**config.mk**
```make
export PLATFORM = sky130hd
export DESIGN_NAME = cste_ram
export DESIGN_NICKNAME = d
export VERILOG_FILES = /design/src/cste_ram.sv
export SDC_FILE = /design/constraint.sdc
export NUM_CORES = 2
export LEC_CHECK = 0
export BUFFER_PORTS_ARGS = -buffer_cell sky130_fd_sc_hd__buf_4
export CORE_MARGIN = 2
export CORE_UTILIZATION = 55
export CTS_CLUSTER_DIAMETER = 40
export DETAILED_ROUTE_END_ITERATION = 8
export PLACE_DENSITY_LB_ADDON = 0.3
export SKIP_LAST_GASP = 1
export SYNTH_ARGS = -nofsm -noshare
export SYNTH_HDL_FRONTEND = slang
export SYNTH_SLANG_ARGS = --single-unit
```
**constraint.sdc**
```tcl
create_clock -name aclk -period 3.7 [get_ports aclk]
set_input_delay 0.74 -clock aclk [delete_from_list [all_inputs] [get_ports aclk]]
set_output_delay 0.74 -clock aclk [all_outputs]
set_load 0.01 [all_outputs]
```
**src/cste_ram.sv**
```systemverilog
// generic single-port-write ram with registered read
`default_nettype none

module cste_ram #(
    parameter int WIDTH = 32,
    parameter int DEPTH = 64
) (
    input  wire logic                     aclk,
    input  wire logic                     we,
    input  wire logic [$clog2(DEPTH)-1:0] waddr,
    input  wire logic [WIDTH-1:0]         wdata,
    input  wire logic                     re,
    input  wire logic [$clog2(DEPTH)-1:0] raddr,
    output logic      [WIDTH-1:0]         rdata
);

    logic [WIDTH-1:0] mem [DEPTH];

    always_ff @(posedge aclk) begin
        if (we) begin
            mem[waddr] <= wdata;
        end
        if (re) begin
            rdata <= mem[raddr];
        end
    end

endmodule

`default_nettype wire

```
==> implementation parameters <==
Parameter                              Value

Outcome
  Run status    complete, no violations

Final layout
  Syn-to-layout area delta    15.14%
  Filler Cells Inserted    9062
  Post-route insts no fill    5750
  Fraction of layout instances using a drive strength above 1    between 30% and 40%
  Util after Layout    between 60% and 70%
  Area of the multi-input gates    15980 µm²
  Layout Nets    3711
  Cell area after layout    90770 µm²
  Area of all sequential standard cells    62460 µm²

Timing
  Actual slew at the worst max-slew pin    0.9488 ns
  Achievable frequency    338.6 MHz
  Count of final max-slew check failures    0
  Time the worst path needs with I/O delays and setup    2.953 ns
  Worst max-slew margin expressed relative to the limit    between 30 and 40%
  Layout Skew    0.03093 ns
  Period utilization    79.82%
  Setup repair after global routing missed its margin    no
  Crit path setup slack, layout    0.7465 ns
  Final hold violations    0
  Post-Route Hold Slack    roughly 0.41 ns
  Total setup violations reported at the end of the flow    0

Logic synthesis
  Sequential-to-total area share from yosys stat    79.23%
  Leading post-synthesis cells by cell area    sky130_fd_sc_hd__edfxtp_1 (79%), sky130_fd_sc_hd__mux4_2 (16%), sky130_fd_sc_hd__mux2i_1 (1.2%)
  Netlist cell types    33
  Post-Syn Instances    3324
  Average size of a mapped cell    approximately 24 µm²
  Post-synthesis net count    3371
  Post-synthesis register bit count    between 2000 and 2500
  Total number of yosys warnings    0
  Area share of the largest cell type after synthesis    79.23%
  Netlist Area Pre-Place    slightly below 80000 µm²
  Post-synth top area cell    sky130_fd_sc_hd__edfxtp_1

Routing
  Number of search-and-repair iterations in the first detailed-routing pass    5
  Wirelength, routed    202.9 mm
  Routed vias    between 30000 and 40000
  Initial detailed-routing violation count    between 5000 and 6000
  Post-route ant nets    0
  Via-per-instance ratio    around 6.7
  Post-route DRC    0
  Wirelength per Cell    between 30 and 40 µm

Floorplanning
  Std cell rows    roughly 140
  Initial Utilization    between 50% and 60%
  Total Die Area    between 100000 and 150000 µm²
  Die X    382.6 µm
  Vertical extent of the die    382.6 µm
  Floorplan Core Area    141900 µm²
  Number of ports placed on the die boundary    79

Clocking
  Post-cts sizing count    0
  TritonCTS sink count    approximately 2100
  Clock root buffer master    sky130_fd_sc_hd__clkbuf_16
  Number of H-tree levels    4
  Maximum number of buffers from clock root to sink    3
  Number of buffers added to fix hold violations after cts    0
  Clock transition time at the flip-flop clock pins of the worst setup and hold paths    ~0.060 ns
  Number of buffers created by CTS    220
  Number of setup buffers added after CTS    0
  CTS tree    built
  Worst-skew pair later-pin latency    0.85 ns

Critical path
  Buffers plus inverters on the worst setup path    3
  Worst path arrival time    3.52 ns
  Sort of element at the start of the critical path    primary input
  Maximum fanout along the worst path    40
  Data required time at the worst endpoint    ~4.3 ns
  Crit-path leading delay family    multiplexers
  Worst path slowest cell    sky130_fd_sc_hd__o22ai_1
  Max incr delay on CP    0.59 ns
  Setup crit end kind    register
  Cells traversed along the worst timing path    buf_8 -> buf_12 -> buf_12 -> mux4_2 -> mux4_2 -> o22ai_1 -> nor2_1
  CP Class    in2reg

Global routing
  Number of antenna violations at the first check in global routing    17
  Grt ovf    0
  Wire length of the first global-routing pass    ~290 mm
  Global-route usage over all layers    28.23%
  Via count of the first global-routing pass    between 30000 and 40000
  Largest net degree at the start of global routing    between 60 and 70

Power
  Worst VDD drop    between 0.0005 and 0.0006 V
  Power per cell area    550.7 nW/µm²
  P_leak    about 29 nW

Placement
  Buffers on Ports    78
  Placement-stage worst setup slack    -0.07197 ns
  Cell total after placement    5332
  Estimated wirelength of the detail-placed design    112.9 mm
  Placed inst area    83670 µm²
  Final RePlAce weighted congestion    0.8132

Flow run
  Max-cap violations    0

Worst hold path
  Worst hold-check path type    in2reg
cells in the final DEF (no fill, tap or decap), drive strengths merged, types with 8 or more instances in the layout:
cell type / Yosys / layout
clkinvlp: 0 / 16
clkinv: 0 / 82
mux4: 544 / 544
buf: 108 / 300
clkbuf: 74 / 267
inv: 0 / 32
a311oi: 8 / 8
nand2b: 8 / 8
edfxtp: 2080 / 2080
a22oi: 12 / 12
bufinv: 0 / 14
nor2: 137 / 137
nor2b: 15 / 15
mux2i: 93 / 93
nand2: 26 / 26
o22ai: 84 / 84
o221ai: 27 / 27
a21oi: 62 / 62
area by class of cell:
cell class	count	share of cell area [%]
diodes	7	0.01930
clock buffers	267	6.330
flip-flops and latches	2080	68.81
repair buffers	300	3.154
clock inverters	144	1.475
multi-input cells	1062	17.61
well taps	1890	2.605
state kept, by name, indices dropped and copies added, names as in the netlist:
register	flops
rdata	32
mem	2048
Yosys cell counts:
| library cell | number |
|---|---|
| sky130_fd_sc_hd__a22oi_1 | 12 |
| sky130_fd_sc_hd__nand3b_1 | 5 |
| sky130_fd_sc_hd__or3b_2 | 3 |
| sky130_fd_sc_hd__nand2_1 | 26 |
| sky130_fd_sc_hd__edfxtp_1 | 2080 |
| sky130_fd_sc_hd__nand4_1 | 2 |
| sky130_fd_sc_hd__nand4b_1 | 1 |
| sky130_fd_sc_hd__or3b_1 | 2 |
| sky130_fd_sc_hd__buf_4 | 25 |
| sky130_fd_sc_hd__clkbuf_1 | 74 |
| sky130_fd_sc_hd__and2_1 | 2 |
| sky130_fd_sc_hd__mux2i_1 | 93 |
| sky130_fd_sc_hd__or2_0 | 1 |
| sky130_fd_sc_hd__buf_6 | 5 |
| sky130_fd_sc_hd__or2_1 | 1 |
| sky130_fd_sc_hd__o32ai_1 | 4 |
| sky130_fd_sc_hd__nor2_1 | 137 |
| sky130_fd_sc_hd__or2_2 | 1 |
| sky130_fd_sc_hd__a31oi_1 | 1 |
| sky130_fd_sc_hd__nand2b_1 | 8 |
| sky130_fd_sc_hd__buf_2 | 57 |
| sky130_fd_sc_hd__a311oi_1 | 8 |
| sky130_fd_sc_hd__nand3_1 | 5 |
| sky130_fd_sc_hd__a21oi_1 | 62 |
| sky130_fd_sc_hd__o22ai_1 | 84 |
| sky130_fd_sc_hd__o221ai_1 | 27 |
| sky130_fd_sc_hd__a41o_1 | 4 |
| sky130_fd_sc_hd__mux4_2 | 544 |
| sky130_fd_sc_hd__nor3_1 | 7 |
| sky130_fd_sc_hd__nor2b_1 | 15 |
| sky130_fd_sc_hd__and3_1 | 4 |
| sky130_fd_sc_hd__or3_1 | 3 |
| sky130_fd_sc_hd__buf_1 | 21 |
metal layers:
metal / up-vias / wire length, µm / GRT usage (%)
met5: - / 89 / 0
met3: 380 / 23190 / 5.703
li1: 15040 / - / -
met4: 14 / 6459 / 9.463
met1: 20560 / 73810 / 39.45
met2: 2493 / 99400 / 45.22
worst reg2reg max path, delay by kind of cell, from the launching register on:
family | cells | cell delay (ns)
and+or+nand+nor | 1 | 0.11
DFF | 1 | 0.37
AOI/OAI and AO/OA | 1 | 0.68
muxes | 2 | 1.01
metrics by stage:
| stage | total power, mW | TNS, ns |
|---|---|---|
| final | 49.99 | 0 |
| after global placement | 29.08 | -0.1210 |
| after global routing | 51.28 | 0 |
| after floorplan | 27.96 | 0 |
| after CTS | 50.24 | 0 |
| after detailed placement | 29.17 | -0.08928 |
report_power, final:
group / internal (mW) / switching [mW] / total, mW
combinational: 0.962 / 1.49 / 2.45
sequential: 26.1 / 0.0928 / 26.2
clock: 12.1 / 9.15 / 21.3
total: 39.3 / 10.7 / 50.0
final timing paths:
path | startpoint | endpoint | slack [ns] | cells past startpoint
worst max-delay path | raddr[0] | rdata[18]$_DFFE_PP_ | 0.75 | 7
worst min-delay path | wdata[9] | mem[54][9]$_DFFE_PP_ | 0.41 | 1
worst max register to register | mem[63][0]$_DFFE_PP_ | rdata[0]$_DFFE_PP_ | 1.26 | 4
worst min register to register | mem[12][4]$_DFFE_PP_ | rdata[4]$_DFFE_PP_ | 0.89 | 4
kinds of logic after synthesis:
logic type,synth area share [%]
flip-flops,79.23
AND/OR/NAND/NOR,1.260
multiplexers,16.72
buffers and inverters,1.124
AO/OA/AOI/OAI,1.666
No activity file was read; power rests on OpenSTA's default activity.
